File: src/hw/rtl/fca_pkg.sv
// fca_pkg: constants, codes and types for the cluster chain allocator.
// Depends on nothing; used by hw/rtl/fat_chain_allocator.sv.

package fca_pkg;

	// table geometry
	localparam int unsigned TABLE_DEPTH = 256;
	localparam int unsigned IDX_W       = $clog2(TABLE_DEPTH);
	localparam int unsigned FREE_W      = $clog2(TABLE_DEPTH + 1);
	localparam int unsigned MAX_RUN     = 64;
	localparam int unsigned COUNT_W     = 7;
	localparam int unsigned LINK_W      = 9;

	typedef logic [IDX_W-1:0]          idx_t;
	typedef logic [FREE_W-1:0]         free_t;
	typedef logic [COUNT_W-1:0]        cnt_t;
	typedef logic signed [LINK_W-1:0]  link_t;

	// link contents
	localparam link_t LINK_UNUSED = -9'sd2;
	localparam link_t LINK_END    = -9'sd1;
	localparam link_t LINK_NONE   = 9'sd0;

	// function codes
	localparam logic [1:0] FN_ALLOC  = 2'd0;
	localparam logic [1:0] FN_READ   = 2'd1;
	localparam logic [1:0] FN_FORMAT = 2'd2;

	// status codes
	localparam logic [1:0] ST_OK      = 2'd0;
	localparam logic [1:0] ST_NO_FREE = 2'd1;
	localparam logic [1:0] ST_BAD     = 2'd2;

	localparam free_t FREE_FULL = free_t'(TABLE_DEPTH);
	localparam cnt_t  RUN_MAX   = cnt_t'(MAX_RUN);

	typedef enum logic [4:0] {
		S_IDLE = 5'b00001,
		S_SCAN = 5'b00010,
		S_FIN  = 5'b00100,
		S_RD   = 5'b01000,
		S_RDW  = 5'b10000
	} state_t;

endpackage

File: src/hw/rtl/fat_chain_allocator.sv
// fat_chain_allocator: file allocation table with chain allocation, read and format.
// Depends on fca_pkg (hw/rtl/fca_pkg.sv).
//
//   channel  dir  handshake           word
//   in       in   in_valid/in_stall   func, count, prev_valid, entry
//   out      out  out_valid/out_stall status, entry_index, link_value, free_count, last
//
// Allocate of n entries scans the table one entry per cycle from entry 0 while the output
// word can move; one word per claimed entry. Read passes through S_RD and S_RDW (registered
// link RAM read). Format, rejects and unknown func answer from S_IDLE with one word.
// One word is in flight at a time.
// Reset: per-entry in-use flags clear at once, so no clearing pass; free count = TABLE_DEPTH.
// Stalls: out_stall holds the output register and pauses the scan; in_stall is high
// while an operation is open or the output register cannot take a word.

module fat_chain_allocator (
	input  logic                          clk,
	input  logic                          arst_n,
	input  logic                          in_valid,
	output logic                          in_stall,
	input  logic [1:0]                    func,
	input  logic [fca_pkg::COUNT_W-1:0]   count,
	input  logic                          prev_valid,
	input  logic [7:0]                    entry,
	output logic                          out_valid,
	input  logic                          out_stall,
	output logic [1:0]                    status,
	output logic [7:0]                    entry_index,
	output logic signed [8:0]             link_value,
	output logic [8:0]                    free_count,
	output logic                          last
);

	// link RAM: holds links of in-use entries only; in-use flags say which
	fca_pkg::link_t mem [fca_pkg::TABLE_DEPTH];
	fca_pkg::link_t rd_data_q;

	logic [fca_pkg::TABLE_DEPTH-1:0] used_q;

	fca_pkg::state_t state_q;
	fca_pkg::free_t  free_q;
	fca_pkg::cnt_t   count_q;
	fca_pkg::cnt_t   found_q;
	fca_pkg::idx_t   entry_q;
	fca_pkg::idx_t   scan_q;
	fca_pkg::idx_t   prev_q;
	logic            tail_q;

	// output register
	logic            out_valid_q;
	logic [1:0]      status_q;
	fca_pkg::idx_t   index_q;
	fca_pkg::link_t  link_q;
	fca_pkg::free_t  ofree_q;
	logic            last_q;

	logic out_free;
	logic accept;

	// next-cycle controls
	fca_pkg::state_t state_d;
	logic            emit;
	logic [1:0]      e_status;
	fca_pkg::idx_t   e_index;
	fca_pkg::link_t  e_link;
	fca_pkg::free_t  e_free;
	logic            wr_en;
	fca_pkg::idx_t   wr_addr;
	fca_pkg::link_t  wr_data;
	logic            claim;
	logic            fmt;
	logic            take_scan;

	assign out_free = !out_valid_q || !out_stall;
	assign in_stall = !((state_q == fca_pkg::S_IDLE) && out_free);
	assign accept   = in_valid && !in_stall;

	always_comb begin
		state_d   = state_q;
		emit      = 1'b0;
		e_status  = fca_pkg::ST_OK;
		e_index   = '0;
		e_link    = fca_pkg::LINK_NONE;
		e_free    = free_q;
		wr_en     = 1'b0;
		wr_addr   = prev_q;
		wr_data   = fca_pkg::LINK_END;
		claim     = 1'b0;
		fmt       = 1'b0;
		take_scan = 1'b0;
		unique case (state_q)
			fca_pkg::S_IDLE: begin
				if (accept) begin
					case (func)
						fca_pkg::FN_ALLOC: begin
							if (count == '0 || count > fca_pkg::RUN_MAX) begin
								emit     = 1'b1;
								e_status = fca_pkg::ST_BAD;
							end else if (free_q < fca_pkg::free_t'(count)) begin
								emit     = 1'b1;
								e_status = fca_pkg::ST_NO_FREE;
							end else begin
								take_scan = 1'b1;
								state_d   = fca_pkg::S_SCAN;
							end
						end
						fca_pkg::FN_READ: begin
							state_d = fca_pkg::S_RD;
						end
						fca_pkg::FN_FORMAT: begin
							fmt    = 1'b1;
							emit   = 1'b1;
							e_free = fca_pkg::FREE_FULL;
						end
						default: begin
							emit     = 1'b1;
							e_status = fca_pkg::ST_BAD;
						end
					endcase
				end
			end
			fca_pkg::S_SCAN: begin
				// one entry per cycle; paused while the output word cannot move
				if (out_free && !used_q[scan_q]) begin
					claim = 1'b1;
					if (found_q == '0) begin
						// hook an existing chain tail onto the first new entry
						wr_en   = tail_q;
						wr_addr = entry_q;
						wr_data = fca_pkg::link_t'({1'b0, scan_q});
					end else begin
						wr_en    = 1'b1;
						wr_addr  = prev_q;
						wr_data  = fca_pkg::link_t'({1'b0, scan_q});
						emit     = 1'b1;
						e_index  = prev_q;
						e_link   = fca_pkg::link_t'({1'b0, scan_q});
						e_free   = free_q - 1'b1;
					end
					if (found_q + 1'b1 == count_q)
						state_d = fca_pkg::S_FIN;
				end
			end
			fca_pkg::S_FIN: begin
				if (out_free) begin
					wr_en   = 1'b1;
					wr_addr = prev_q;
					wr_data = fca_pkg::LINK_END;
					emit    = 1'b1;
					e_index = prev_q;
					e_link  = fca_pkg::LINK_END;
					e_free  = free_q - 1'b1;
					state_d = fca_pkg::S_IDLE;
				end
			end
			fca_pkg::S_RD: begin
				state_d = fca_pkg::S_RDW;
			end
			fca_pkg::S_RDW: begin
				if (out_free) begin
					emit    = 1'b1;
					e_index = entry_q;
					e_link  = used_q[entry_q] ? rd_data_q : fca_pkg::LINK_UNUSED;
					state_d = fca_pkg::S_IDLE;
				end
			end
			default: begin
				state_d = fca_pkg::S_IDLE;
			end
		endcase
	end

	// link RAM, one write and one registered read per cycle
	always_ff @(posedge clk) begin
		if (wr_en)
			mem[wr_addr] <= wr_data;
		rd_data_q <= mem[entry_q];
	end

	always_ff @(posedge clk or negedge arst_n) begin
		if (!arst_n) begin
			state_q     <= fca_pkg::S_IDLE;
			used_q      <= '0;
			free_q      <= fca_pkg::FREE_FULL;
			found_q     <= '0;
			out_valid_q <= 1'b0;
		end else begin
			state_q <= state_d;
			if (fmt)
				used_q <= '0;
			else if (claim)
				used_q[scan_q] <= 1'b1;
			if (emit)
				free_q <= e_free;
			if (take_scan)
				found_q <= '0;
			else if (claim)
				found_q <= found_q + 1'b1;
			if (emit)
				out_valid_q <= 1'b1;
			else if (!out_stall)
				out_valid_q <= 1'b0;
		end
	end

	always_ff @(posedge clk) begin
		if (accept) begin
			count_q <= count;
			entry_q <= entry;
			tail_q  <= prev_valid && used_q[entry];
		end
		if (take_scan)
			scan_q <= '0;
		else if (state_q == fca_pkg::S_SCAN && out_free)
			scan_q <= scan_q + 1'b1;
		if (claim)
			prev_q <= scan_q;
		if (emit) begin
			status_q <= e_status;
			index_q  <= e_index;
			link_q   <= e_link;
			ofree_q  <= e_free;
			last_q   <= (e_status != fca_pkg::ST_OK) || (state_q != fca_pkg::S_SCAN);
		end
	end

	assign out_valid   = out_valid_q;
	assign status      = status_q;
	assign entry_index = index_q;
	assign link_value  = link_q;
	assign free_count  = ofree_q;
	assign last        = last_q;

	// a word is only loaded when the output register can give up its old one
	a_emit_room: assert property (@(posedge clk) disable iff (!arst_n)
		emit |-> out_free)
		else $error("word loaded over a stalled word");

	// scan closes exactly when the requested run is claimed
	a_fin_count: assert property (@(posedge clk) disable iff (!arst_n)
		(state_q == fca_pkg::S_FIN) |-> (found_q == count_q))
		else $error("chain end reached with wrong claim count");

	a_scan_count: assert property (@(posedge clk) disable iff (!arst_n)
		(state_q == fca_pkg::S_SCAN) |-> (found_q < count_q))
		else $error("scan claimed more than requested");

	a_free_range: assert property (@(posedge clk) disable iff (!arst_n)
		free_q <= fca_pkg::FREE_FULL)
		else $error("free count above table depth");

	a_format: assert property (@(posedge clk) disable iff (!arst_n)
		fmt |=> (free_q == fca_pkg::FREE_FULL) && (used_q == '0))
		else $error("format left entries in use");

endmodule
File: config.mk
export PLATFORM = sky130hd
export DESIGN_NAME = fat_chain_allocator
export DESIGN_NICKNAME = d
export VERILOG_FILES = /design/src/hw/rtl/fca_pkg.sv /design/src/hw/rtl/fat_chain_allocator.sv
export SDC_FILE = /design/constraint.sdc
export NUM_CORES = 2
export LEC_CHECK = 0
export BUFFER_PORTS_ARGS = -buffer_cell sky130_fd_sc_hd__buf_2
export CAP_MARGIN = 20
export CORE_ASPECT_RATIO = 1.1
export CORE_UTILIZATION = 30
export CTS_CLUSTER_SIZE = 40
export DETAILED_ROUTE_END_ITERATION = 12
export PLACE_DENSITY_LB_ADDON = 0.25
export SYNTH_ARGS = -nofsm -noshare
export SYNTH_HDL_FRONTEND = slang
export SYNTH_SLANG_ARGS = --single-unit
File: constraint.sdc
create_clock -name clk -period 8.1 [get_ports clk]
set_clock_uncertainty 0.05 [all_clocks]
set_input_delay 0.405 -clock clk [delete_from_list [all_inputs] [get_ports clk]]
set_output_delay 0.405 -clock clk [all_outputs]
set_load 0.005 [all_outputs]
# Yosys cells after proc, flatten, opt, wreduce, memory -nomap -nowiden
# Memory sizes are Yosys's and may differ from the RTL's. A register that Yosys moved wholly into a read port is not among the register bits.
# Index checks and enable logic that the tools add are counted.
[word_totals] n_memories=1 word_cells=137 ff_bits=339 in_bits=22 ram_bits=2304
[mem_list] name="mem" words=256 word_bits=9 rd=1 rd_ports_with_merged_regs=1 write_ports=1 line="fat_chain_allocator.sv:35" rtl="fca_pkg::link_t mem [fca_pkg::TABLE_DEPTH];"
[classes] n_lt_le_gt_ge=6 n_mux=72 n_eq_ne=17 bitwise=1 n_addsub=3 reduce_logical=22
[ops] operator="$mux 256" count=2
[ops] operator="$or 256x256->256" count=1
[ops] operator="$mux 9" count=10
[ops] operator="$mux 8" count=9
[ops] operator="$pmux 9 s3" count=2
[ops] operator="$mux 5" count=6
[ops] operator="$lt 8x9->1 const B" count=3
[ops] operator="$mux 1" count=27
[ops] operator="$bmux 1 s8" count=3
[ops] operator="$pmux 8 s3" count=1
[ops] operator="$pmux 5 s4" count=1
[ops] operator="$logic_not 7->1" count=2
[ops] operator="$mux 7" count=2
[ops] operator="$pmux 5 s2" count=1
[ops] operator="$lt 9x7->1" count=1
[ops] operator="$sub 9x1->9 const B" count=1
[ops] operator="$add 8x1->8 const B" count=1
[ops] operator="$demux 1 s8" count=1
[ops] operator="$ge 8x1->1 const B" count=1
[ops] operator="$add 7x1->7 const B" count=1
[ops] operator="$eq 7x7->1" count=1
[ops] operator="$gt 7x7->1 const B" count=1
[ops] operator="$reduce_and 7->1" count=1
[ops] operator="$logic_and 1x1->1" count=6
[ops] operator="21 further kinds" count=36

# Depth between registers and ports, before layout
[depth] word_depth=8 mapped_depth=18 ltp_nobuf=11

# Worst setup path after synthesis
# OpenSTA, ideal clock, no wires.
[synth_path] path_kind="reg2reg" startpoint="register scan_q[1]" endpoint="memory mem[0][6] in the netlist's numbering, data pin" synth_period_minus_slack_ps=7927 path_stages_with_launch=18 path_slack_ps=173 setup_time_ps=901 arrival_ps=6976 path_buffers=7 cell_sequence="dfxtp_1 -> buf_4 -> buf_6 -> buf_6 -> buf_4 -> buf_2 -> mux2i_1 -> a22oi_1 -> nand2_1 -> o31ai_1 -> o21ai_0 -> nand4_2 -> nand2_2 -> nand2_4 -> inv_4 -> buf_4 -> buf_2 -> nand2b_1"
[synth_between] elab_chain_len=6
[synth_lines] item="from (decl)" line="fat_chain_allocator.sv:45" rtl="fca_pkg::idx_t scan_q;"
[synth_lines] item="from (signal assigned)" line="fat_chain_allocator.sv:215" rtl="scan_q <= scan_q + 1'b1;"
[synth_lines] item="$bmux 1 s8" line="fat_chain_allocator.sv:124" rtl="if (out_free && !used_q[scan_q]) begin"
[synth_lines] item="$mux 1 (not written as such)" line="fat_chain_allocator.sv:124"
[synth_lines] item="$logic_not 1->1" line="fat_chain_allocator.sv:124"
[synth_lines] item="$logic_and 1x1->1" line="fat_chain_allocator.sv:124"
[synth_lines] item="$mux 9" line="fat_chain_allocator.sv:124"
[synth_lines] item="$mux 9"
[synth_lines] item="net wr_data[6]" line="fat_chain_allocator.sv:69" rtl="fca_pkg::link_t wr_data;"
[synth_lines] item="to (decl)" line="fat_chain_allocator.sv:35"
# The timed path passes the listed nets, and every way through them passes these cells. The select of a mux whose other input is x is not followed.

# Worst setup path after layout
[layout_path] startpoint="register scan_q[1]" endpoint="memory mem[174][1] in the netlist's numbering (enable)"
[layout_between] elab_chain_len=8 word_cells_on_any_way=10
[layout_lines] item="$bmux 1 s8 *" line="fat_chain_allocator.sv:124"
[layout_lines] item="$mux 1 (not written as such) *" line="fat_chain_allocator.sv:124"
[layout_lines] item="$logic_not 1->1 *" line="fat_chain_allocator.sv:124"
[layout_lines] item="$logic_and 1x1->1 *" line="fat_chain_allocator.sv:124"
[layout_lines] item="$mux 1" line="fat_chain_allocator.sv:124"
[layout_lines] item="$pmux 1 s2" line="fat_chain_allocator.sv:91" rtl="unique case (state_q)"
[layout_lines] item="$mux 1" line="fat_chain_allocator.sv:175" rtl="if (wr_en)"
[layout_lines] item="$mux 1 (not written as such)" line="fat_chain_allocator.sv:176" rtl="mem[wr_addr] <= wr_data;"
# Every way passes the cells marked *; elsewhere a longest branch is shown, timed or not. The select of a mux whose other input is x is not followed.

==> metrics.log <==
INFO  metric status = finished, final reports clean
INFO  metric initial_util = slightly above 30%
INFO  metric vias = just under 60,000
INFO  metric worst_setup_hold_path_clk_slew = 60 ps
INFO  metric root_buffer = sky130_fd_sc_hd__clkbuf_16
INFO  metric holdCritPathClass = primary input to asynchronous set/reset pin
INFO  metric area_growth_from_synthesis_to_layout = 15.7%
INFO  metric grt_antenna_before_repair = 9
INFO  metric clock_sinks = around 2,700
INFO  metric max_clock_freq = between 0.15 and 0.2 GHz
INFO  metric fp-row-count = between 200 and 250
INFO  metric synth_most_common_cell = sky130_fd_sc_hd__edfxtp_1
INFO  metric detailedRoute.firstIterationViolations = approximately 6,300
INFO  metric cts_setup_buffers = 0
INFO  metric crit_path_max_fanout = 36
INFO  metric power.density = roughly 260 nW/um^2
INFO  metric timing.rr.end = mem[174][1]
INFO  metric numPlacedInstances = between 10,000 and 15,000
INFO  metric synth_largest_type_area_fraction = 64.3%
INFO  metric postLayoutSetupSlackWorst = between 1500 and 2000 ps
INFO  metric rsz0062_at_grt = no
INFO  metric critPathLaunchType = flip-flop
INFO  metric drive_gt1_share = a little under a third
INFO  metric grt_pass1_wl = around 460,000 um
INFO  metric ys_async_sr_fraction = about a tenth
INFO  metric timing.hold.ws = approximately 26 ps
INFO  metric cts_hold_repair.buffers = 19
INFO  metric synth_cell_types = between 70 and 80
INFO  metric critical-path-max-stage-delay = between 800 and 900 ps
INFO  metric report.power.total = roughly 33 mW
INFO  metric critical_path_required = 8540 ps
INFO  metric cts_tree = done
INFO  metric hold_viol_final = 0
INFO  metric place_area = approximately 120,000 um^2
INFO  metric synth-warning-count = 0
INFO  metric crit_type = flip-flop to flip-flop
INFO  metric r2r_cells = 11
INFO  metric crit_chain = buf_4, mux4_2, mux4_2, o22ai_1, nor3_1, nor2_2, nand4_2, a21boi_4, o21ai_2, buf_4, o22ai_1
INFO  metric worstSetupEndpointType = flip-flop
INFO  metric place_worst_setup_slack = approximately 1900 ps
INFO  metric num-fill-cells = 33,968
INFO  metric wire_per_inst = between 20 and 30 um
INFO  metric via_count_of_the_first_global_routing_pass = roughly 60,000
INFO  metric io_buffer_count = 52
INFO  metric cts_repair_resize_count = 0
INFO  metric dpl.hpwl = approximately 200,000 um
INFO  metric synth-seq-cells = between 2,000 and 3,000
INFO  metric cts_htree_levels = 5
INFO  metric cp_data_arrival_time = 6690 ps
INFO  metric ctsLongestPathBuffers = 4
INFO  metric gp_congestion = 0.875
INFO  metric rrSetupSlack = about 1900 ps
INFO  metric worst_r2r_startpoint = scan_q[1]
INFO  metric vdd_drop_max = ~0.00017 V
INFO  metric min_period = roughly 6200 ps
INFO  metric synth_enable_flop_cells = 2,357
INFO  metric mappedNetlistArea = 110,000 um^2
INFO  metric total_leakage_power = 44.4 nW
INFO  metric finish.instance_area = around 130,000 um^2
INFO  metric worst_path_max_delay_cell = sky130_fd_sc_hd__a21boi_4
INFO  metric slew_violations = 0
INFO  metric grt_max_degree = between 200 and 250
INFO  metric setup_viol = 0
INFO  metric setup-tns-final = 0 ps
INFO  metric yosys-top-cells-count = 2,357 x sky130_fd_sc_hd__edfxtp_1, 957 x sky130_fd_sc_hd__mux4_2, 334 x sky130_fd_sc_hd__nor2_1
INFO  metric layoutNonFillerInstCount = approximately 11,000
INFO  metric tightestPinTransition = around 1400 ps
INFO  metric design.core.area = between 300,000 and 400,000 um^2
INFO  metric multiInputGateArea = approximately 30,000 um^2
INFO  metric max_cap_violations = 0
INFO  metric global_route.usage.total = 17.2%
INFO  metric finalNetCount = slightly below 6,000
INFO  metric synth.yosys.seq_area_share = between 70% and 80%
INFO  metric die_width = between 500 and 600 um
INFO  metric postLayoutCoreUtil = between 30% and 40%
INFO  metric synth_cells = 5,480
INFO  metric synth_area_leader_cell = sky130_fd_sc_hd__edfxtp_1
INFO  metric total_detailed_routing_wirelength = approximately 320,000 um
INFO  metric postSynth.topFlopCell = sky130_fd_sc_hd__edfxtp_1
INFO  metric drcViolationCount = 0
INFO  metric syn-num-nets = 5,518
INFO  metric cts_buffers = just under 300
INFO  metric via_per_inst = 5.42
INFO  metric worst_slew_margin_rel = 8.33%
INFO  metric floorplan.die_area = between 300,000 and 400,000 um^2
INFO  metric die_height = around 640 um
INFO  metric global_route.overflow_total = 0
INFO  metric synthesis.area_per_instance = 20.1 um^2
INFO  metric detailedRoute.firstPassIterationCount = 6
INFO  metric synth_top_cells_by_area = sky130_fd_sc_hd__edfxtp_1 64%, sky130_fd_sc_hd__mux4_2 20%, sky130_fd_sc_hd__dfrtp_1 6.3%
INFO  metric postRouteAntennaNets = 0
INFO  metric clk_latency = between 900 and 1000 ps
INFO  metric ff_latch_area = 78,100 um^2
INFO  metric period_share = 77.1%
INFO  metric io_pins = 53
==> power by group <==
part	total, mW	internal [mW]	switching, mW	leakage (nW)
registers	15.1	15.0	0.181	28.6
logic	4.36	1.63	2.72	11.3
clock network	13.0	7.43	5.58	4.53
total	32.5	24.0	8.48	44.4
==> layout make-up <==
| cell class | instances | area share [%] |
|---|---|---|
| flip-flops and latches | 2652 | 61.3 |
| multi-input cells | 2383 | 23.9 |
| clock buffers | 357 | 6.04 |
| well taps | 4797 | 4.71 |
| repair buffers | 421 | 2.69 |
| clock inverters | 171 | 1.27 |
| inverters | 25 | 0.0757 |
| diodes | 3 | 0.00590 |
==> worst max-delay path by stage <==
stage | from | end | slack (ps)
5_1_grt | scan_q[1] | mem[174][0] | 1710
3_3_place_gp | scan_q[1] | mem[206][7] | 1990
3_5_place_dp | scan_q[1] | mem[196][6] | 1920
6_report | scan_q[1] | mem[174][1] | 1850
4_1_cts | scan_q[1] | mem[196][8] | 1930
2_1_floorplan | scan_q[1] | mem[0][6] | 170
==> metal layers <==
layer / up-vias / global-route usage, % / share of wire, %
met1: 31874 / 23.4 / 42
met4: 8 / 5.42 / 3.3
met5: - / 0 / 0.015
li1: 23806 / - / -
met2: 2393 / 28.0 / 48
met3: 518 / 3.25 / 6.8
==> state kept, by name, indices dropped and copies added, names as in the netlist, 8 cells and up <==
name and cells:
entry_index 8, free_q 9, prev_q 8, entry_q 8
scan_q 8, mem 2304, free_count 9, link_value 9
used_q 256, rd_data_q 9
==> kinds of logic after synthesis <==
logic type	synth area share, %
AOI/OAI and AO/OA	4.00
DFF	70.9
xor gates and xnor gates	0.167
buffers and inverters	1.64
adders and majority gates	0.182
and+or+nand+nor	2.69
muxes	20.4
==> cell usage in the layout, fill, tap and decap left out, drive strengths merged, types with 12 or more instances in the layout <==
cell,netlist,layout
dlygate4sd3,0,19
a21oi,37,37
o31ai,12,12
edfxtp,2357,2357
nand2,99,99
o21ai,38,38
inv,23,31
nand3,47,47
ha,16,16
xor2,13,13
nor2,335,335
mux2i,85,85
o21a,35,35
a211oi,14,14
clkinv,2,135
a31oi,182,182
buf,138,401
nand4,23,23
a22oi,36,36
and2,12,12
and3,19,19
dfrtp,276,276
bufinv,0,19
nor2b,26,26
mux4,957,957
clkbuf,282,358
dfxtp,17,17
o22ai,260,260
nand2b,20,20
nor3,28,28
==> worst max-delay path: cells and delay by family (launching register included) <==
kind	cells	cell delay, ps
AOI/OAI and AO/OA	4	2430
DFF	1	820
muxes	2	1010
buffers and inverters	2	780
and+or+nand+nor	3	680
Power figures use the tool's default switching activity.
